File: src/rtl/bdg_pkg.sv
`default_nettype none

package bdg_pkg;

  localparam int CH_W    = 8;
  localparam int NCH     = 3;
  localparam int SUM_W   = 12;
  localparam int COL_W   = 7;
  localparam int ROW_W   = 8;
  localparam int BCOL_W  = 6;
  localparam int BROW_W  = 7;
  localparam int PROD_W  = 25;
  localparam int DIV9_SHIFT = 16;
  localparam int FIFO_AW    = 3;
  localparam int FIFO_DEPTH = 1 << FIFO_AW;
  localparam int CFG_AW  = 4;
  localparam int CFG_DW  = 32;

  localparam logic [12:0]       DIV9_MUL   = 13'd7282;
  localparam logic [SUM_W-1:0]  SUM_MAX    = 12'hFFF;
  localparam logic [CH_W-1:0]   CH_MAX     = 8'hFF;
  localparam logic [1:0]        PH_LAST    = 2'd2;
  localparam logic [COL_W-1:0]  WIDTH_RST  = 7'd39;
  localparam logic [ROW_W-1:0]  HEIGHT_RST = 8'd27;

  typedef enum logic [1:0] {
    REG_SCALE_MODE   = 2'd0,
    REG_GAMMA_ENABLE = 2'd1,
    REG_SRC_WIDTH    = 2'd2,
    REG_SRC_HEIGHT   = 2'd3
  } reg_idx_t;

  typedef logic [NCH-1:0][CH_W-1:0]  ch3_t;
  typedef logic [NCH-1:0][SUM_W-1:0] sum3_t;

  typedef struct packed {
    logic [COL_W-1:0]  col;
    logic [1:0]        cph;
    logic [BCOL_W-1:0] bcol;
    logic [ROW_W-1:0]  row;
    logic [1:0]        rph;
    logic [BROW_W-1:0] brow;
  } pos_t;

  typedef struct packed {
    logic en;
    logic start;
    ch3_t rgb;
  } acc_req_t;

  typedef struct packed {
    logic [COL_W-1:0] x;
    logic [ROW_W-1:0] y;
    ch3_t             color;
  } out_item_t;

endpackage

`default_nettype wire

File: src/rtl/bdg_ofifo.sv
`default_nettype none

module bdg_ofifo import bdg_pkg::*; (
  input  logic             clk,
  input  logic             rst_n,
  input  logic             push,
  input  out_item_t        push_data,
  output logic             out_valid,
  input  logic             out_stall,
  output out_item_t        out_data,
  output logic [FIFO_AW:0] count
);

  out_item_t          buf_r [FIFO_DEPTH];
  logic [FIFO_AW-1:0] wr_ptr_r, rd_ptr_r;
  logic [FIFO_AW:0]   cnt_r, cnt_nxt;
  logic               pop;

  assign out_valid = (cnt_r != '0);
  assign out_data  = buf_r[rd_ptr_r];
  assign pop       = out_valid && !out_stall;
  assign count     = cnt_r;

  always_comb begin
    cnt_nxt = cnt_r;
    if (push && !pop) begin
      cnt_nxt = cnt_r + 1'b1;
    end else if (pop && !push) begin
      cnt_nxt = cnt_r - 1'b1;
    end
  end

  always_ff @(posedge clk) begin
    if (push) begin
      buf_r[wr_ptr_r] <= push_data;
    end
  end

  always_ff @(posedge clk) begin
    if (!rst_n) begin
      wr_ptr_r <= '0;
      rd_ptr_r <= '0;
      cnt_r    <= '0;
    end else begin
      cnt_r <= cnt_nxt;
      if (push) begin
        wr_ptr_r <= wr_ptr_r + 1'b1;
      end
      if (pop) begin
        rd_ptr_r <= rd_ptr_r + 1'b1;
      end
    end
  end

endmodule

`default_nettype wire

File: config.mk
export PLATFORM = sky130hd
export DESIGN_NAME = bdg_ofifo
export DESIGN_NICKNAME = d
export VERILOG_FILES = /design/src/rtl/bdg_pkg.sv /design/src/rtl/bdg_ofifo.sv
export SDC_FILE = /design/constraint.sdc
export NUM_CORES = 1
export LEC_CHECK = 0
export ABC_AREA = 0
export BUFFER_PORTS_ARGS = -buffer_cell sky130_fd_sc_hd__clkbuf_2
export CORE_ASPECT_RATIO = 2
export CORE_MARGIN = 2
export CORE_UTILIZATION = 55
export CTS_CLUSTER_SIZE = 16
export DETAILED_ROUTE_END_ITERATION = 10
export PLACE_DENSITY = 0.74
export SLEW_MARGIN = 40
export SYNTH_ARGS = -nofsm -noshare
export SYNTH_HDL_FRONTEND = slang
export SYNTH_SLANG_ARGS = --single-unit
File: constraint.sdc
create_clock -name clk -period 4.9 [get_ports clk]
set_input_delay 0.49 -clock clk [delete_from_list [all_inputs] [get_ports clk]]
set_output_delay 0.49 -clock clk [all_outputs]
set_load 0.02 [all_outputs]
Yosys cells after proc, flatten, opt, wreduce, memory -nomap -nowiden
Memories as Yosys holds them, arrays and structs flattened. A register that Yosys moved wholly into a read port is not among the register bits. Cells that the tools add are included.

Bits of input ports: 43. Flip-flop bits (word level): 10. Memories kept: 1. Word-level logic and storage cells: 22. RAM bits: 312. Output and inout bits: 44.

Memory list: buf_r (depth 8, width 39, rd ports 1, clocked after Yosys merged registers in 1, wr ports 1, line bdg_ofifo.sv:14) `out_item_t buf_r [FIFO_DEPTH];`.

Mux-type cells: 6. Reduce and logical (&&, ||, !) cells: 8. Add/subtract/negate cells: 4.

Operators with widths (count): $mux W4 (2); $add A3 B1 Y3 const B (2); $mux W3 (2); $add A4 B1 Y4 const B (1); $reduce_bool A4 Y1 (1); $sub A4 B1 Y4 const B (1); $logic_and A1 B1 Y1 (3); $logic_not A1 Y1 (3); $mux W1 (2); $reduce_bool A2 Y1 (1).

Depth between registers and ports, before layout
Depth after elaboration: 5. Gate-level depth with buffers: 10. Mapped depth without buffers: 10.

Least setup slack after synthesis
OpenSTA, ideal clock, no wires.

Path kind: input-to-reg. Start: input port push. End: memory buf_r[0][0] (netlist name) (enable). Cell stages on the path: 2. Data arrival time: 3260 ps. Data required time: 4416 ps. Slack: 1156 ps. Buffers on the path: 0. Library setup time: 484 ps. Path through: nand2b_1 nor3_1.

Longest elaborated chain between the ends: 2.

RTL lines: start, declared (line bdg_ofifo.sv:6) `input logic push,`; $mux W1 (line bdg_ofifo.sv:34) `if (push) begin`; $mux W1 (not written as such) (line bdg_ofifo.sv:35) `buf_r[wr_ptr_r] <= push_data;`; end, declared (line bdg_ofifo.sv:14).

No other way between the ends.

==> metrics <==
outcome=complete, no violations; required time worst endpoint=approximately 4400 ps; commonest cells in the netlist=edfxtp_1 (312), mux4_2 (78), mux2_4 (20); global-route wire length before repair=about 35000 µm; TritonCTS buffer count=26; fraction of registers with async set or reset after synthesis=0%; IO Count=between 80 and 90; Top FF cell, synth=edfxtp_1; Seq pwr share=approximately 48%; critical path fanouts, max=37; DR vias=5584; Net Sw Frac=between 20% and 30%; Peak VDD IR=between 0.3 and 0.4 mV; cts hold-fix bufs=0; clock share of power=29.8%; drt drc=0; register area share after synthesis=about 77%; Int Pwr=5.136 mW; CP bufs+invs=2; part of the power in combinational logic=approximately 23%; Routed WL=between 20000 and 25000 µm; Netlist cell types=29; RSZ-0062 raised after global routing=no; Slew Limit Fails=0; Power Density=about 500 nW/µm²; die area=~24000 µm²; number of I/O port buffers=86; GRT Total Usage=20.22%; vias in the first global route=6021; DP HPWL=13420 µm; Setup violations, final=0; Pleak=around 4.6 nW; Worst-path clk slew=~70 ps; Pre-Repair DR Iteration Count=7; crit share post-route=between 60 and 70%; crit path kind=flop to output pin; Routability Congestion=approximately 0.71; Hold Path Class=primary input to flop; Max-Cap Viols=0; Mapped Area=about 12000 µm²; cell family with most CP delay=multiplexers; Layout Skew=roughly 14 ps; GRT Residual Overflow=0; Fin. Hold Viols=0; antenna violations before repair=2; #FFs+latches synth=325; CP startpoint kind=flop; Layout area overhead=13.34%; CTS tree=built; antenna-violating nets left=0; largest net degree at the start of global routing=41; TNS Setup=0 ps; Synth Area per Inst=around 24 µm²; Post-synth EDFFs=approximately 310; Tmin final=approximately 3200 ps; most frequently used cell type in the post-synthesis netlist=edfxtp_1; Psw=between 1.5 and 2 mW; crit end category=output pin; Initial Util=between 50% and 60%; # rows=77; f_max=~0.32 GHz; Ys Warns=0; Register Area=9641 µm²; Routed wire per std cell=around 26 µm; CTS max path bufs=3; CTS sink cnt=~330; Slew HR=between 40% and 50%; Syn Nets=roughly 570; Yosys top cell by area=edfxtp_1; area of the multi-input gates=2690 µm²; CP Cell Sequence=buf_12, mux4_2, mux2_4, clkbuf_2; Crit-path slowest cell=dfxtp_4; Detailed Route Iter0 Violations=around 420; crit path DAT=between 2000 and 3000 ps; Worst path max stage delay=between 700 and 800 ps; # resized after CTS=0; Post-Synthesis Cells=522; vias per std cell=about 6; Slew @ Worst Pin=between 800 and 900 ps; synth top area cells=edfxtp_1 (75%), mux4_2 (14%), mux2_4 (2.4%); # H-tree levels=1; core footprint=~22000 µm²; Die Y=about 220 µm; worst skew pair latency=about 530 ps; root buffer selected by CTS=clkbuf_16; Power, Total=~6.9 mW; die width=approximately 110 µm; Final #Nets=about 670; Setup Buffers After CTS=0; layout cell share with drive strength beyond 1=41.21%; number of fill cells=roughly 1500; top-area cell type share of the netlist area=roughly three quarters
==> metrics by stage <==
step | util, % | hold slack, ps | setup slack (ps) | std cells | instance area [µm²]
global placement | 59.58 | 498.7 | 2050 | 870 | 13200
detailed placement | 59.77 | 515.4 | 2252 | 872 | 13250
floorplan | - | 480.5 | 1156 | 522 | 12430
global route | 63.60 | 225.3 | 1580 | 921 | 14090
CTS | 63.57 | 202.6 | 1676 | 919 | 14090
finish | 63.60 | 217.5 | 1748 | 921 | 14090
==> path summary, 6_finish.rpt <==
| path | start | to | slack [ps] | depth (start not counted) |
|---|---|---|---|---|
| setup / recovery | flop | out_data[19] | 1750 | 4 |
| hold / removal | push_data[1] | buf_r[7][1] | 220 | 1 |
| setup reg to reg | count[1] | count[3] | 2280 | 10 |
| hold reg to reg | count[3] | count[3] | 520 | 2 |
==> kinds of logic (layout without fill, tap and decap cells) <==
| kind of cell | count (synthesis) | after routing | share of synthesized area [%] |
|---|---|---|---|
| other cells | 0 | 2 | 0 |
| xor+xnor | 6 | 6 | 0.4227 |
| flops | 325 | 325 | 77.45 |
| mux | 120 | 120 | 18.51 |
| buf+inv | 27 | 148 | 1.359 |
| fa+ha+maj | 6 | 6 | 0.6642 |
| simple gates | 32 | 32 | 1.308 |
| compound gates | 6 | 6 | 0.2919 |
==> worst reg2reg max path: cells and delay by family (launching register included) <==
| family | cells | cell delay [ps] |
|---|---|---|
| adder cells (fa/ha/maj) | 2 | 490 |
| AND/OR/NAND/NOR | 2 | 830 |
| flip-flops | 1 | 370 |
| multiplexers | 1 | 190 |
| AO/OA/AOI/OAI | 3 | 470 |
| buffers and inverters | 2 | 190 |
==> power groups by stage <==
| stage | combinational (mW) | sequential [mW] | clock, mW |
|---|---|---|---|
| 2_1_floorplan | 1.31 | 3.25 | 0 |
| 3_3_place_gp | 1.47 | 3.41 | 0 |
| 3_5_place_dp | 1.59 | 3.36 | 0 |
| 4_1_cts | 1.60 | 3.30 | 2.09 |
| 5_1_grt | 1.68 | 3.31 | 2.19 |
| 6_report | 1.57 | 3.29 | 2.06 |
==> layer usage <==
metal  part of all wire [%]  GRT usage [%]  vias to the layer above  wire [µm]
li1                       -              -                     2389          -
met1                     37          25.49                     2973       8801
met2                     55          35.42                      186      13020
met3                    4.6          2.436                       36       1088
met4                    2.5          7.625                        0        585
met5                      0              0                        -          0
==> layout by cell type (no fill, tap or decap), types with 7 or more instances in the layout <==
cell type	count
edfxtp_1	312
clkinv_2	7
mux2_4	20
clkbuf_2	86
clkbuf_1	7
clkbuf_16	27
mux4_2	78
buf_4	9
mux2_2	19
and2_1	7
dfxtp_1	10
==> sequential cells by signal, indices dropped and copies added, names as in the netlist, named ones only <==
name / cells
wr_ptr_r: 3
rd_ptr_r: 3
buf_r: 312
count: 4
==> cell type report <==
cell class | count | share of cell area, %
flip-flops and latches | 325 | 68.41
multi-input cells | 170 | 19.09
clock buffers | 37 | 5.274
repair buffers | 98 | 3.960
well taps | 276 | 2.450
clock inverters | 10 | 0.7014
inverters | 3 | 0.07991
diodes | 2 | 0.03551
(Power assumes the default switching activity.)
