File: src/rtl/bdg_pkg.sv
`default_nettype none

package bdg_pkg;

  localparam int CH_W    = 8;
  localparam int NCH     = 3;
  localparam int SUM_W   = 12;
  localparam int COL_W   = 7;
  localparam int ROW_W   = 8;
  localparam int BCOL_W  = 6;
  localparam int BROW_W  = 7;
  localparam int PROD_W  = 25;
  localparam int DIV9_SHIFT = 16;
  localparam int FIFO_AW    = 3;
  localparam int FIFO_DEPTH = 1 << FIFO_AW;
  localparam int CFG_AW  = 4;
  localparam int CFG_DW  = 32;

  localparam logic [12:0]       DIV9_MUL   = 13'd7282;
  localparam logic [SUM_W-1:0]  SUM_MAX    = 12'hFFF;
  localparam logic [CH_W-1:0]   CH_MAX     = 8'hFF;
  localparam logic [1:0]        PH_LAST    = 2'd2;
  localparam logic [COL_W-1:0]  WIDTH_RST  = 7'd39;
  localparam logic [ROW_W-1:0]  HEIGHT_RST = 8'd27;

  typedef enum logic [1:0] {
    REG_SCALE_MODE   = 2'd0,
    REG_GAMMA_ENABLE = 2'd1,
    REG_SRC_WIDTH    = 2'd2,
    REG_SRC_HEIGHT   = 2'd3
  } reg_idx_t;

  typedef logic [NCH-1:0][CH_W-1:0]  ch3_t;
  typedef logic [NCH-1:0][SUM_W-1:0] sum3_t;

  typedef struct packed {
    logic [COL_W-1:0]  col;
    logic [1:0]        cph;
    logic [BCOL_W-1:0] bcol;
    logic [ROW_W-1:0]  row;
    logic [1:0]        rph;
    logic [BROW_W-1:0] brow;
  } pos_t;

  typedef struct packed {
    logic en;
    logic start;
    ch3_t rgb;
  } acc_req_t;

  typedef struct packed {
    logic [COL_W-1:0] x;
    logic [ROW_W-1:0] y;
    ch3_t             color;
  } out_item_t;

endpackage

`default_nettype wire

File: src/rtl/bdg_pos.sv
`default_nettype none

module bdg_pos import bdg_pkg::*; (
  input  logic             clk,
  input  logic             rst_n,
  input  logic             step,
  input  logic [COL_W-1:0] width,
  input  logic [ROW_W-1:0] height,
  output pos_t             pos
);

  pos_t             pos_r, pos_nxt;
  logic [COL_W-1:0] col_inc;
  logic [ROW_W-1:0] row_inc;

  assign col_inc = pos_r.col + 1'b1;
  assign row_inc = pos_r.row + 1'b1;
  assign pos     = pos_r;

  always_comb begin
    pos_nxt = pos_r;
    if (step) begin
      if (col_inc == '0) begin
        pos_nxt.col  = '0;
        pos_nxt.cph  = '0;
        pos_nxt.bcol = '0;
      end else if (col_inc >= width) begin
        pos_nxt.col  = '0;
        pos_nxt.cph  = '0;
        pos_nxt.bcol = '0;
        if (row_inc == '0 || row_inc >= height) begin
          pos_nxt.row  = '0;
          pos_nxt.rph  = '0;
          pos_nxt.brow = '0;
        end else begin
          pos_nxt.row = row_inc;
          if (pos_r.rph == PH_LAST) begin
            pos_nxt.rph  = '0;
            pos_nxt.brow = pos_r.brow + 1'b1;
          end else begin
            pos_nxt.rph = pos_r.rph + 1'b1;
          end
        end
      end else begin
        pos_nxt.col = col_inc;
        if (pos_r.cph == PH_LAST) begin
          pos_nxt.cph  = '0;
          pos_nxt.bcol = pos_r.bcol + 1'b1;
        end else begin
          pos_nxt.cph = pos_r.cph + 1'b1;
        end
      end
    end
  end

  always_ff @(posedge clk) begin
    if (!rst_n) begin
      pos_r <= '0;
    end else begin
      pos_r <= pos_nxt;
    end
  end

endmodule

`default_nettype wire

File: config.mk
export PLATFORM = sky130hd
export DESIGN_NAME = bdg_pos
export DESIGN_NICKNAME = d
export VERILOG_FILES = /design/src/rtl/bdg_pkg.sv /design/src/rtl/bdg_pos.sv
export SDC_FILE = /design/constraint.sdc
export NUM_CORES = 1
export LEC_CHECK = 0
export ABC_AREA = 0
export BUFFER_PORTS_ARGS = -buffer_cell sky130_fd_sc_hd__buf_2
export CORE_MARGIN = 3
export CORE_UTILIZATION = 35
export DETAILED_ROUTE_END_ITERATION = 8
export HOLD_SLACK_MARGIN = 0.1
export PLACE_DENSITY_LB_ADDON = 0.3
export SLEW_MARGIN = 10
export SYNTH_ARGS = -nofsm -noshare
export SYNTH_HDL_FRONTEND = slang
export SYNTH_SLANG_ARGS = --single-unit
File: constraint.sdc
create_clock -name clk -period 4.2 [get_ports clk]
set_clock_uncertainty 0.05 [all_clocks]
set_input_delay 0.42 -clock clk [delete_from_list [all_inputs] [get_ports clk]]
set_output_delay 0.42 -clock clk [all_outputs]
set_load 0.02 [all_outputs]
Yosys cells after proc, flatten, opt, wreduce, memory -nomap -nowiden
Cells that the tools add are included.
{ "word_totals": {"regBits": 32, "out_inout_bits": 32} }
{ "op_classes": {"addsub": 6, "n_lt_le_gt_ge": 2, "n_eq_ne": 2, "n_mux": 7, "n_bitwise": 1, "reduce_logical": 8} }
{ "op_table": {"columns": ["cell", "count"], "rows": [
  ["$mux W15", 2],
  ["$mux W17", 1],
  ["$add A7 B1 Y7 const B", 2],
  ["$add A8 B1 Y8 const B", 1],
  ["$ge A8 B8 Y1", 1],
  ["$logic_not A8 Y1", 1],
  ["$ge A7 B7 Y1", 1],
  ["$logic_not A7 Y1", 1],
  ["$mux W7", 1],
  ["$add A6 B1 Y6 const B", 1],
  ["$mux W6", 1],
  ["$add A2 B1 Y2 const B", 2],
  ["$eq A2 B2 Y1 const B", 2],
  ["$mux W2", 2],
  ["$reduce_and A4 Y1", 1],
  ["$reduce_and A3 Y1", 1],
  ["$reduce_bool A3 Y1", 1],
  ["$reduce_and A2 Y1", 1],
  ["$reduce_bool A2 Y1", 1],
  ["$logic_or A1 B1 Y1", 1],
  ["$not A1 Y1", 1]
]} }

Longest topological paths before layout
{ "logic_depth": {"word_depth": 5, "ltp_mapped": 13, "mapped_depth_nobuf": 11} }

Worst setup path after synthesis
No wires, ideal clock.
{ "synth_timing": {"path_type": "register -> register", "startpoint": "register pos_r (netlist bit pos[9])", "endpoint": "register pos_r (netlist bit pos[4])", "setup_time_ns": 0.124, "t_arrival_ns": 2.829, "required_ns": 4.026, "path_slack_ns": 1.197, "stages_incl_launch_ff": 12, "n_path_buf": 1, "period_less_slack_ns": 3.003, "path_cell_list": "dfxtp_1 > ha_1 > inv_1 > o21a_1 > or2_2 > ha_1 > nand2_1 > o41ai_1 > a21oi_2 > buf_6 > a21oi_2 > o22ai_1"} }
{ "synth_via": {"elab_chain_len": 5} }
{ "synth_rtl": {"columns": ["item", "line_no", "text"], "rows": [
  ["start: declaration", "bdg_pos.sv:12", "pos_t pos_r, pos_nxt;"],
  ["start signal: assignment", "bdg_pos.sv:60", "pos_r <= pos_nxt;"],
  ["$add A8 B1 Y8 (*)", "bdg_pos.sv:17", "assign row_inc = pos_r.row + 1'b1;"],
  ["$ge A8 B8 Y1 / $logic_not A8 Y1 (equally long branches)", "bdg_pos.sv:31", "if (row_inc == '0 || row_inc >= height) begin"],
  ["$logic_or A1 B1 Y1 (*)", "bdg_pos.sv:31", null],
  ["$reduce_bool A2 Y1 (no source line)", null, null],
  ["$reduce_and A4 Y1 (no source line)", null, null]
]} }
Every way passes the cells marked *; elsewhere a longest branch is shown, timed or not.
A chain may end at the register's enable or synchronous reset.

Worst setup path after layout
Same ends and word-level chain as after synthesis.

==> results.py <==
metrics = {
    "critical_path": {
        "worstPathMaxFanout": 17,
        "ff2ff_setup_slack_ns": 0.70,
        "startpoint": "pos[9]$_SDFFE_PN0P_",
        "crit_end": "pos[4]$_SDFFE_PN0P_",
        "crit_arrival_ns": 3.61,
        "r2r_end": "pos[4]$_SDFFE_PN0P_",
        "path_class": "reg2reg",
        "startpoint_type": "flop",
        "required_ns": 4.31,
        "r2r_start": "pos[9]$_SDFFE_PN0P_",
        "cp-end-kind": "flop",
        "reg2reg_depth": 10,
    },
    "timing": {
        "rsz0062_at_grt": "false",
        "post-route-min-period_ns": 3.500,
        "tightest_slew_ns": 0.8429,
        "finalHoldViolations": 0,
        "maxSlewHeadroom_pct": 43.07,
        "fmax_mhz": 285.7,
        "fin_tns_setup_ns": 0,
        "min_period_over_period_pct": 83.34,
        "layout_setup_ws_ns": 0.6999,
        "setup_viol": 0,
        "maxSlewViolCount": 0,
    },
    "placement": {
        "io_buffers": 49,
        "gp_congestion": 0.8732,
        "post-place-ws_ns": 0.7572,
        "placed_cells": 395,
        "dp_hpwl_um": 3816,
        "dpl_cell_area_sq_um": 2476,
    },
    "yosys": {
        "synth.ff_latch_count": 32,
        "yosys_warnings": 0,
        "avgSynthCellArea_sq_um": 7.766,
        "netlist_instances": 285,
        "ys_async_sr_fraction_pct": 0,
        "synth_top_flop_cell": "dfxtp_1",
        "ys_seq_area_share_pct": 28.94,
        "synth_top_cell_area_share_pct": 28.94,
        "synthDistinctLibCells": 48,
        "synth_edf_count": 0,
        "synthesis.area_sq_um": 2213,
        "syn-num-nets": 323,
        "yosys-top-cells-area": "dfxtp_1 29%, ha_1 11%, nand2_1 7.1%",
        "synth_largest_area_cell": "dfxtp_1",
    },
    "global_route": {
        "grt_pass1_wl_um": 8811,
        "grt_pass1_vias": 1972,
        "grt.total_usage_pct": 14.58,
        "gr-total-overflow": 0,
        "antenna_found_initial": 0,
        "grt_start_max_net_pins": 24,
    },
    "layout": {
        "drive_above_1_share_pct": 21.04,
        "instances_no_fill": 403,
        "syn_to_final_growth_pct": 17.58,
        "multiInputGateArea_sq_um": 1425,
        "final_nets": 365,
        "fillers": 654,
        "seqCellArea_sq_um": 640.6,
        "largest_reg_flops": 32,
        "antenna_cells": 0,
        "final_area_sq_um": 2603,
    },
    "die": {
        "design.die.area_sq_um": 7315,
        "start_util_pct": 36.73,
        "die_x_um": 85.53,
        "coreArea_sq_um": 6026,
        "fp-row-count": 28,
        "die_h_um": 85.53,
        "ios": 50,
    },
    "power": {
        "p_total_uw": 687.7,
        "p_leak_nw": 1.189,
        "power_density_nw_per_um2": 264.2,
        "vdd_ir_drop_max_mv": 0.2080,
    },
    "status": {
        "status": "complete, no violations",
    },
    "worst_hold_path": {
        "hold_path.class": "reg2reg",
    },
    "clock_tree": {
        "htree_levels": 2,
        "hold_buffers": 0,
        "clk_pin_slew_worst_paths_ns": 0.07,
        "cts_max_path_buffers": 2,
        "clock_latency_ns": 0.28,
        "postCtsSetupRepairBufs": 0,
        "cts_tree": "yes",
        "numCtsBuffers": 5,
        "clock_sinks": 32,
        "cts_resized": 0,
        "cts_root_buffer": "clkbuf_8",
    },
    "route": {
        "post-route-drc-count": 0,
        "wl_per_cell_um": 12.52,
        "first_pass_iters": 4,
        "drt_iter0_markers": 127,
        "postRouteAntennaNets": 0,
        "via_per_inst": 5.345,
        "via_count": 2154,
        "routed_wl_um": 5046,
    },
    "run": {
        "drv_cap": 0,
    },
}
## layer usage
metal / wire (um) / global-route usage [%] / vias to the layer above
met1: 2483 / 19.19 / 977
met3: 268 / 3.074 / 2
li1: - / - / 1122
met2: 2256 / 23.80 / 53
met4: 37 / 4.748 / 0
met5: 0 / 0 / -
## worst max-delay path: stages, from the launching register on
cell	delay [ns]
dfxtp_1	0.48
ha_1	0.35
inv_1	0.09
o21a_1	0.23
or2_2	0.32
ha_1	0.28
nand2_1	0.06
o41ai_1	0.78
a21oi_2	0.32
nand3_1	0.30
o22ai_1	0.12
## report_power, final
group          internal, mW  switching [mW]
combinational        0.0209          0.0322
sequential            0.307         0.00539
clock                 0.209           0.113
## cell usage after synthesis, drive strengths merged (2+ instances only)
cell type and count:
or3b 2, a311oi 2, or2 3, nor2b 4, a21oi 26, nor4 4, nor3 8, o22ai 8
buf 8, xor2 4, a2111oi 2, nand2 42, dfxtp 32, nand4b 3, inv 17, nor2 13
o21ai 5, xnor2 5, clkbuf 7, nand3b 5, and2 2, a31oi 4, and3 5, nand3 24
ha 20, a22oi 2, o21a 8, a221o 2, nand2b 3, nand4 5
## cell type report
cell class                 instances  area share, %
clock buffer                       7          3.702
clock inverter                     1          1.154
inverter                          17          2.452
multi-input combinational        221          54.76
sequential                        32          24.62
tap                               75          3.606
timing repair buffer              50          9.712
## kinds of logic (layout without fill, tap and decap cells)
logic type | count (synthesis) | after routing | share of synthesized area, %
AOI/OAI and AO/OA | 66 | 66 | 20.24
xor gates and xnor gates | 9 | 9 | 3.561
buffers and inverters | 32 | 75 | 6.670
DFF | 32 | 32 | 28.94
and+or+nand+nor | 126 | 126 | 29.28
adders and majority gates | 20 | 20 | 11.31
## cells in the final DEF, fill, tap and decap left out, types with 8 or more instances in the layout
cell type	n
ha_1	20
inv_1	17
a21oi_1	24
o22ai_1	8
nand2_1	42
nor3_1	8
buf_2	49
nand3_1	23
o21a_1	8
dfxtp_1	32
nor2_1	12
## through the flow
| step | hold slack [ns] | util [%] |
|---|---|---|
| 6_report | 0.4269 | 43.19 |
| 2_1_floorplan | 0.5019 | - |
| 3_5_place_dp | 0.4189 | 41.09 |
| 5_1_grt | 0.4495 | 43.19 |
| 4_1_cts | 0.4293 | 43.19 |
| 3_3_place_gp | 0.4234 | 41.09 |
## worst min-delay path by stage
stage / from / depth (start not counted) / slack [ns] / endpoint
finish: pos[22]$_SDFFE_PN0P_ / 1 / 0.43 / pos[22]$_SDFFE_PN0P_
global route: pos[22]$_SDFFE_PN0P_ / 1 / 0.45 / pos[22]$_SDFFE_PN0P_
CTS: pos[22]$_SDFFE_PN0P_ / 1 / 0.43 / pos[22]$_SDFFE_PN0P_
detailed placement: pos[22]$_SDFFE_PN0P_ / 1 / 0.42 / pos[22]$_SDFFE_PN0P_
global placement: pos[22]$_SDFFE_PN0P_ / 1 / 0.42 / pos[22]$_SDFFE_PN0P_
floorplan: pos[16]$_SDFFE_PN0P_ / 2 / 0.50 / pos[16]$_SDFFE_PN0P_
No activity file was read; power rests on OpenSTA's default activity.
