`config.mk`:
```
export PLATFORM = sky130hd
export DESIGN_NAME = bdg_accum
export DESIGN_NICKNAME = d
export VERILOG_FILES = /design/src/rtl/bdg_pkg.sv /design/src/rtl/bdg_accum.sv
export SDC_FILE = /design/constraint.sdc
export NUM_CORES = 1
export LEC_CHECK = 0
export BUFFER_PORTS_ARGS = -buffer_cell sky130_fd_sc_hd__buf_2
export CAP_MARGIN = 5
export CORE_UTILIZATION = 40
export CTS_CLUSTER_DIAMETER = 30
export DETAILED_ROUTE_END_ITERATION = 8
export PLACE_DENSITY = 0.53
export SLEW_MARGIN = 20
export SYNTH_ARGS = -nofsm -noshare
export SYNTH_HDL_FRONTEND = slang
export SYNTH_SLANG_ARGS = --single-unit
```
`constraint.sdc`:
```
create_clock -name clk -period 8 [get_ports clk]
set_input_delay 0 -clock clk [delete_from_list [all_inputs] [get_ports clk]]
set_output_delay 0 -clock clk [all_outputs]
set_load 0.005 [all_outputs]
```
`src/rtl/bdg_pkg.sv`:
```
`default_nettype none

package bdg_pkg;

  localparam int CH_W    = 8;
  localparam int NCH     = 3;
  localparam int SUM_W   = 12;
  localparam int COL_W   = 7;
  localparam int ROW_W   = 8;
  localparam int BCOL_W  = 6;
  localparam int BROW_W  = 7;
  localparam int PROD_W  = 25;
  localparam int DIV9_SHIFT = 16;
  localparam int FIFO_AW    = 3;
  localparam int FIFO_DEPTH = 1 << FIFO_AW;
  localparam int CFG_AW  = 4;
  localparam int CFG_DW  = 32;

  localparam logic [12:0]       DIV9_MUL   = 13'd7282;
  localparam logic [SUM_W-1:0]  SUM_MAX    = 12'hFFF;
  localparam logic [CH_W-1:0]   CH_MAX     = 8'hFF;
  localparam logic [1:0]        PH_LAST    = 2'd2;
  localparam logic [COL_W-1:0]  WIDTH_RST  = 7'd39;
  localparam logic [ROW_W-1:0]  HEIGHT_RST = 8'd27;

  typedef enum logic [1:0] {
    REG_SCALE_MODE   = 2'd0,
    REG_GAMMA_ENABLE = 2'd1,
    REG_SRC_WIDTH    = 2'd2,
    REG_SRC_HEIGHT   = 2'd3
  } reg_idx_t;

  typedef logic [NCH-1:0][CH_W-1:0]  ch3_t;
  typedef logic [NCH-1:0][SUM_W-1:0] sum3_t;

  typedef struct packed {
    logic [COL_W-1:0]  col;
    logic [1:0]        cph;
    logic [BCOL_W-1:0] bcol;
    logic [ROW_W-1:0]  row;
    logic [1:0]        rph;
    logic [BROW_W-1:0] brow;
  } pos_t;

  typedef struct packed {
    logic en;
    logic start;
    ch3_t rgb;
  } acc_req_t;

  typedef struct packed {
    logic [COL_W-1:0] x;
    logic [ROW_W-1:0] y;
    ch3_t             color;
  } out_item_t;

endpackage

`default_nettype wire

```
`src/rtl/bdg_accum.sv`:
```
`default_nettype none

module bdg_accum import bdg_pkg::*; #(
  parameter int MAX_OUT_COLS = 32,
  parameter int AW = 5
) (
  input  logic          clk,
  input  logic          rst_n,
  input  acc_req_t      req,
  input  logic [AW-1:0] req_addr,
  output sum3_t         sums
);

  sum3_t                   sum_mem_r [MAX_OUT_COLS];
  logic [MAX_OUT_COLS-1:0] filled_r;
  sum3_t                   rd_r, fwd_r, old_sum, wdata;
  logic                    fwd_hit_r, rd_filled_r, en1_r, start1_r;
  logic [AW-1:0]           addr1_r;
  ch3_t                    rgb1_r;
  logic [SUM_W:0]          raw [NCH];

  always_comb begin
    if (start1_r) begin
      old_sum = '0;
    end else if (fwd_hit_r) begin
      old_sum = fwd_r;
    end else if (rd_filled_r) begin
      old_sum = rd_r;
    end else begin
      old_sum = '0;
    end
    for (int i = 0; i < NCH; i++) begin
      raw[i] = {1'b0, old_sum[i]} + {{(SUM_W + 1 - CH_W){1'b0}}, rgb1_r[i]};
      wdata[i] = raw[i][SUM_W] ? SUM_MAX : raw[i][SUM_W-1:0];
    end
  end

  assign sums = wdata;

  always_ff @(posedge clk) begin
    if (req.en) begin
      rd_r        <= sum_mem_r[req_addr];
      rd_filled_r <= filled_r[req_addr];
    end
    if (en1_r) begin
      sum_mem_r[addr1_r] <= wdata;
    end
    fwd_r    <= wdata;
    addr1_r  <= req_addr;
    start1_r <= req.start;
    rgb1_r   <= req.rgb;
  end

  always_ff @(posedge clk) begin
    if (!rst_n) begin
      en1_r     <= 1'b0;
      fwd_hit_r <= 1'b0;
      filled_r  <= '0;
    end else begin
      en1_r     <= req.en;
      fwd_hit_r <= req.en && en1_r && (addr1_r == req_addr);
      if (en1_r) begin
        filled_r[addr1_r] <= 1'b1;
      end
    end
  end

endmodule

`default_nettype wire

```
==> Yosys cells after proc, flatten, opt, wreduce, memory -nomap -nowiden <==
Memories as Yosys holds them, arrays and structs flattened. A register that Yosys moved wholly into a read port is not among the register bits.
Index checks and enable logic that the tools add are counted.
{ "op_classes": {"add_sub_neg": 3, "multipliers": 0, "n_div": 0, "n_lt_le_gt_ge": 3, "eq_ne": 1, "shift": 0, "n_mux": 12, "bitwise_logic": 1, "n_reduce_logical": 3} }
{ "ops": {"columns": ["cell", "n"], "rows": [
  ["$mux 36", 3],
  ["$add 12x8->13", 3],
  ["$mux 12", 3],
  ["$or 32x32->32", 1],
  ["$lt 5x6->1 const B", 2],
  ["$bmux 1 s5", 1],
  ["$demux 1 s5", 1],
  ["$eq 5x5->1", 1],
  ["$ge 5x1->1 const B", 1],
  ["$mux 1", 4],
  ["$logic_and 1x1->1", 3]
]} }
{ "word_totals": {"ff_bits": 101, "latch_bits": 0, "mem_bits_rw": 1152, "mem_bits_ro": 0, "input_bits": 33, "out_inout_bits": 36, "mem_count": 1} }
{ "mem_list": {"columns": ["name", "depth", "width", "read_ports", "rd_clocked_by_memory_dff", "wr", "line_no", "rtl"], "rows": [
  ["sum_mem_r", 32, 36, 1, 1, 1, "bdg_accum.sv:14", "sum3_t sum_mem_r [MAX_OUT_COLS];"]
]} }

==> Depth between registers and ports, before layout <==
Gate-level depths: netlist (run 1).
{ "logic_depth": {"word_depth": 5, "mapped_depth": 14, "mapped_depth_nobuf": 10} }

==> Worst setup path after synthesis (run 1) <==
OpenSTA, ideal clock, no wires.
{ "synth_timing": {"path_type": "flip-flop to flip-flop", "start": "reg rd_filled_r", "end": "mem sum_mem_r[0][35] in the netlist's numbering, data pin", "setup_time_ps": 495, "arrival_ps": 4156, "setup_slack_ps": 3349, "path_stages_with_launch": 12, "path_buffers": 2, "period_less_slack_ps": 4651, "cell_sequence": "edfxtp_1 nor2b_1 clkbuf_1 clkbuf_1 a22oi_1 nor2_1 ha_1 a21o_1 and4_1 o2111a_1 o2111a_1 a211oi_1"} }
{ "synth_lines": {"columns": ["item", "line_no", "rtl"], "rows": [
  ["start, declared", "bdg_accum.sv:17", "logic fwd_hit_r, rd_filled_r, en1_r, start1_r;"],
  ["start signal, assigned", "bdg_accum.sv:43", "rd_filled_r <= filled_r[req_addr];"],
  ["end, declared", "bdg_accum.sv:14", null]
]} }

==> results of run 1 <==
## placed cells by master (no fill, tap or decap), types with 36 or more instances in the layout
cell / netlist / final
buf_4: 5 / 51
o21a_1: 36 / 36
clkinv_2: 0 / 38
nand2_1: 39 / 39
dlygate4sd3_1: 0 / 55
mux4_2: 370 / 370
dfxtp_1: 100 / 98
mux2_2: 39 / 39
clkbuf_16: 0 / 297
buf_2: 23 / 63
nor2_1: 68 / 36
edfxtp_1: 1189 / 1189
## flip-flops by register name (all words and copies together) (netlist names)
signal	flops
fwd_hit_r	1
en1_r	1
rd_r	36
rd_filled_r	1
rgb1_r	24
filled_r	32
addr1_r	5
sum_mem_r	1152
start1_r	1
fwd_r	36
## worst max path at each step
stage / from / depth (start not counted) / slack (ns) / end
floorplan: rd_filled_r$_DFFE_PP_ / 11 / 3.35 / sum_mem_r[0][35]$_DFFE_PP_
global placement: rd_filled_r$_DFFE_PP_ / 11 / 3.53 / sum_mem_r[30][12]$_DFFE_PP_
detailed placement: rd_filled_r$_DFFE_PP_ / 11 / 3.37 / sum_mem_r[5][13]$_DFFE_PP_
CTS: rd_filled_r$_DFFE_PP_ / 12 / 2.55 / sums[13]
global route: rd_filled_r$_DFFE_PP_ / 12 / 2.18 / sums[18]
finish: rd_filled_r$_DFFE_PP_ / 12 / 2.50 / sums[18]
## tightest hold or removal path, stage by stage
cell    delay (ns)
buf_6         0.29
mux4_2        0.44
mux2_2        0.14
## cell type report
class,instances,area share [%]
diodes,1,0.00402
clock buffers,341,12.4
clock inverters,175,3.20
inverters,9,0.0542
multi-input cells,762,18.4
flip-flops and latches,1289,60.5
well taps,1625,3.26
repair buffers,176,2.19
## timing repair
action	4_1_cts	5_1_grt
resized for setup	0	0
hold endpoints to repair	108	0
hold buffers	55	0
setup endpoints to repair	0	0
## stage by stage
stage | std cells | hold WS (ns) | setup slack [ns] | total power, mW | utilization [%]
final | 4378 | 0.181 | 2.50 | 20.0 | 51.1
after global routing | 4378 | 0.180 | 2.18 | 20.5 | 51.1
after CTS | 4376 | 0.154 | 2.55 | 20.1 | 51.0
after detailed placement | 3805 | 0.104 | 3.37 | 8.43 | 42.6
after global placement | 3805 | 0.104 | 3.53 | 8.41 | 42.6
after floorplan | 2170 | 0.0277 | 3.35 | 8.16 | -
## cell families after synthesis
kind of cell / after synthesis / share of synthesized area [%]
xor gates and xnor gates: 18 / 0.320
adders and majority gates: 27 / 0.731
muxes: 413 / 17.9
DFF: 1289 / 76.4
AOI/OAI and AO/OA: 140 / 1.99
and+or+nand+nor: 164 / 1.58
buffers and inverters: 119 / 1.06
## layer usage
metal,wire (um),track usage [%],share of wire [%]
met1,54000,27.6,42
met2,63700,33.7,49
met3,8630,5.12,6.7
met4,2810,7.03,2.2
met5,0,0,0
## power breakdown
group          switching [mW]  internal (mW)  leakage, nW  total, mW
clock                    3.64           8.00         4.66       11.6
combinational           0.446          0.296         4.37      0.743
sequential             0.0322           7.55         11.6       7.58
total                    4.12           15.8         20.7       20.0
==> run metrics, run 1 <==
status=complete, no violations; Yosys top cell area share=just over 70%; Yosys cell types=55; DRC=0; H-tree depth=5; Placer Congestion=between 0.8 and 0.9; Iteration-0 DRC Markers=2,163; Syn Inst Count=roughly 2.2k; row count=128; post-synthesis register bit count=about 1.3k; Setup Skew=roughly 0.063 ns; largest area contributor in the netlist=edfxtp_1; CP max stage cell=nand2_1; DP Area=a little over 50,000 um2; largest net degree at the start of global routing=around 120; Clock Latency Late Sink=between 0.8 and 0.9 ns; Period minus WS final=5.50 ns; CP max stage delay=~0.88 ns; hold wc startpoint=req_addr[4]; start of the worst register-to-register path=rd_filled_r$_DFFE_PP_; final period utilization=68.7%; fin area=about 62,000 um2; crit-path cells=nor2b_4, buf_4, a22oi_1, nor2_1, ha_1, fa_1, a211oi_1, nor3_1, o22ai_1, or3_1, nand2_1, buf_2; Leak=20.7 nW; CP top delay family=simple AND/OR/NAND/NOR gates; WP buf/inv=2; Worst Hold End=rd_r[9]$_DFFE_PP_; PD cells=~320 nW/um2; Top Ports=69; Die Width=around 350 um; setup TNS=0 ns; post-synthesis sequential area ratio=about 76%; most numerous cell in the Yosys netlist=edfxtp_1; Setup crit start kind=flop; Synth area leaders=edfxtp_1 (72%), mux4_2 (17%), dfxtp_1 (4.1%); Post-Syn Area per Cell=22.7 um2; clk root buf=clkbuf_16; Max Cap Viol=0; RSZ-0062 raised after global routing=no; count of input and output buffers=about 70; Synthesis Warnings=0; Post-CTS Setup Bufs=0; RR Endpoint=sum_mem_r[16][18]$_DFFE_PP_; GRT Residual Overflow=0; maximum clock rate=0.182 GHz; WL final=129,000 um; initial antenna violation count=4; min-delay worst type=input pin to flop; top cells by count, synth=edfxtp_1 (1,189), mux4_2 (370), dfxtp_1 (100); TritonCTS clock tree=yes; Worst Reg-to-Reg Cells=11; DR WL/cell=between 20 and 30 um; first-pass GRT wire length=about 180,000 um; Total GRT Usage=20.8%; Initial Util=around 40%; multi-input combinational cell area=between 10,000 and 15,000 um2; number of flops mapped to enable cells by yosys=between 1k and 1.5k; Hold Fails Final Rpt=0; post-DP HPWL=64,100 um; syn_nets=2,230; DR pass1 iterations=7; filler cell count=between 9k and 10k; Final Max Tran Viols=0; clk slew on worst S/H paths=around 0.04 ns; Synth Flop Type=edfxtp_1; peak supply drop=~0.22 mV; measured slew at the worst slew-check pin=1.11 ns; Clock Sinks=about 1.3k; core area=between 100,000 and 150,000 um2; via count=between 20k and 25k; Reg area=37,700 um2; Final setup viols=0; Worst EP required=approximately 8 ns; DR vias/cell=~5.6; reg-to-reg slack, setup=3.23 ns; CP arrival=around 5.5 ns; DIE HEIGHT=353 um; Mapped Area=a little under 50,000 um2; CTS Buffer Depth=4; share of cells above drive strength 1=about 38%; critical path type=flop to output pin; hold path depth=3; die area=between 100,000 and 150,000 um2; crit path capture type=output pin; CP Max Fanout=34; P&R area growth vs syn=26.3%; Routed Antenna Nets=0; vias in the first global route=about 26k; fin nets=~2.6k; Num CTS Buffers=293; relative slew slack=about a quarter; ys async rst share=0%
Note: power is estimated with default switching activity, not from simulation.
==> run 2: changes to the inputs <==
--- a/config.mk
+++ b/config.mk
@@ -10,7 +10,7 @@
 export CORE_UTILIZATION = 40
 export CTS_CLUSTER_DIAMETER = 30
 export DETAILED_ROUTE_END_ITERATION = 8
-export PLACE_DENSITY = 0.53
+export PLACE_DENSITY = 0.55
 export SLEW_MARGIN = 20
 export SYNTH_ARGS = -nofsm -noshare
 export SYNTH_HDL_FRONTEND = slang
==> constraint.sdc (replaced) <==
create_clock -name clk -period 4.96 [get_ports clk]
set_input_delay 0 -clock clk [delete_from_list [all_inputs] [get_ports clk]]
set_output_delay 0 -clock clk [all_outputs]
set_load 0.005 [all_outputs]
==> run metrics, run 2 (same netlist as run 1, synthesis figures left out) <==
critical path type=flop to output pin; met3 GRT Util=~5.3%; Initial Util=40.4%; measured slew at the worst slew-check pin=~1.1 ns; most common cell after layout, fill and taps aside=edfxtp_1; WL final=approximately 130,000 um; GR peak layer=met2; CTS Buffer Depth=4; final period utilization=between 90 and 100%; met1 usage=about 28%; Top Registers=sum_mem_r (1152), fwd_r (36), rd_r (36); PD cells=between 500 and 600 nW/um2; Final Max Tran Viols=0; DRC=0; die area=approximately 120,000 um2; RSZ-0062 raised after global routing=no; GRT Residual Overflow=0; number of flip-flops in the largest register=approximately 1.2k; Worst EP required=between 4 and 5 ns; Iteration-0 DRC Markers=around 2.6k; peak supply drop=about 0.38 mV; Setup Skew=0.0579 ns; filler cell count=roughly 9.6k; Die Width=approximately 350 um; Final setup viols=0; Reg with most FFs=sum_mem_r; worst setup margin=about 0.37 ns; RR Endpoint=sum_mem_r[1][24]$_DFFE_PP_; P&R area growth vs syn=27.6%; final core occ=around 52%; Post-CTS Setup Bufs=0; CP arrival=4.59 ns; Routed Antenna Nets=0; share of cells above drive strength 1=roughly two fifths; dpl ws=approximately 0.6 ns; first-pass GRT wire length=between 150,000 and 200,000 um; Top Ports=between 60 and 70; H-tree depth=5; clk slew on worst S/H paths=roughly 0.040 ns; TritonCTS clock tree=yes; DP Area=between 50,000 and 60,000 um2; Placer Congestion=0.795; Power Total=between 30 and 40 mW; DR vias/cell=about 5.6; crit path capture type=output pin; setup TNS=0 ns; DIE HEIGHT=353 um; core area=between 100,000 and 150,000 um2; fin area=roughly 63,000 um2; count of input and output buffers=between 60 and 70; fin nets=between 2k and 3k; maximum clock rate=roughly 0.22 GHz; Leak=between 20 and 25 nW; Num CTS Buffers=293; largest net degree at the start of global routing=74; row count=roughly 130; status=complete, no violations; crit path from=rd_filled_r$_DFFE_PP_; most frequent cells in the layout=edfxtp_1 (1,189), mux4_2 (370), clkbuf_16 (299); Clock Latency Late Sink=0.87 ns; Max Cap Viol=0; Period minus WS final=between 4 and 5 ns; met2 usage in global routing=33.5%; post-DP HPWL=around 66,000 um; Clock Sinks=1,289; Hold Fails Final Rpt=0; clk root buf=clkbuf_16; start of the worst register-to-register path=rd_filled_r$_DFFE_PP_; min-delay worst type=input pin to flop; DR WL/cell=roughly 30 um; CP Max Fanout=34; Critical Path End=sums[13]; Total GRT Usage=21.0%; reg-to-reg slack, setup=roughly 1.1 ns; vias in the first global route=26.3k; Worst Reg-to-Reg Cells=10; DR pass1 iterations=5; via count=roughly 25k; initial antenna violation count=4; Setup crit start kind=flop; relative slew slack=around a quarter
[run 2: cell count changes in the layout (fill, tap and decap cells not counted), sizes merged, moves of 3 or more]
| cell | change |
|---|---|
| buf | +23 |
| clkinvlp | -6 |
| inv | -6 |
| clkbuf | +4 |
| bufinv | +3 |
| clkinv | -3 |
[run 2: final cells by class]
class	count	area [um2]	area share, %
Multi-Input combinational cell	763	11500	18.3
Clock buffer	345	7750	12.3
Timing Repair Buffer	200	1910	3.03
Tap cell	1625	2030	3.23
Clock inverter	163	1970	3.13
Inverter	9	33.8	0.0537
Antenna cell	1	2.50	0.00398
Sequential cell	1289	37700	59.9
[run 2: worst max-delay path: stages, from the launching register on]
cell	delay [ns]
edfxtp_1	0.47
nor2b_4	0.53
buf_4	0.30
a22oi_1	0.09
nor2_1	0.10
ha_1	0.21
fa_1	0.26
a211oi_1	0.13
nor3_1	0.28
o22ai_1	0.17
or3_4	0.50
nand2b_2	0.47
buf_2	0.22
[run 2: worst min path at each step]
stage,start,to,slack [ns],cells after the start
final,req_addr[3],addr1_r[3]$_DFF_P_,0.06,2
after global routing,req_addr[3],addr1_r[3]$_DFF_P_,0.06,2
after CTS,req_addr[3],addr1_r[3]$_DFF_P_,0.01,2
after detailed placement,req[16],rgb1_r[16]$_DFF_P_,0.11,1
after global placement,req[5],rgb1_r[5]$_DFF_P_,0.10,1
after floorplan,req_addr[0],addr1_r[0]$_DFF_P_,0.03,0
[run 2: repair_timing]
| action | in CTS | in global routing |
|---|---|---|
| setup endpoints to repair | 10 | 23 |
| resized for setup | 8 | 20 |
| cloned | 0 | 1 |
| hold endpoints to repair | 103 | 0 |
| hold buffers | 56 | 0 |
[run 2: metal layers]
layer  share of wire (%)  vias up
met1                  41    13244
met5              0.0069        -
li1                    -    10116
met3                 7.0      238
met2                  49      955
met4                 2.9        2
[run 2: metrics by stage]
step,instances,hold WS (ns)
after global placement,3827,0.104
after detailed placement,3828,0.105
after global routing,4395,0.0602
after floorplan,2170,0.0277
after CTS,4392,0.0105
final,4395,0.0616
[run 2: report_power, final]
part           switching (mW)  total (mW)  leakage (nW)  internal [mW]
logic                   0.726        1.23          4.59          0.502
clock network            5.85        18.9          4.69           13.1
registers              0.0546        12.2          11.6           12.2
total                    6.63        32.4          20.9           25.7
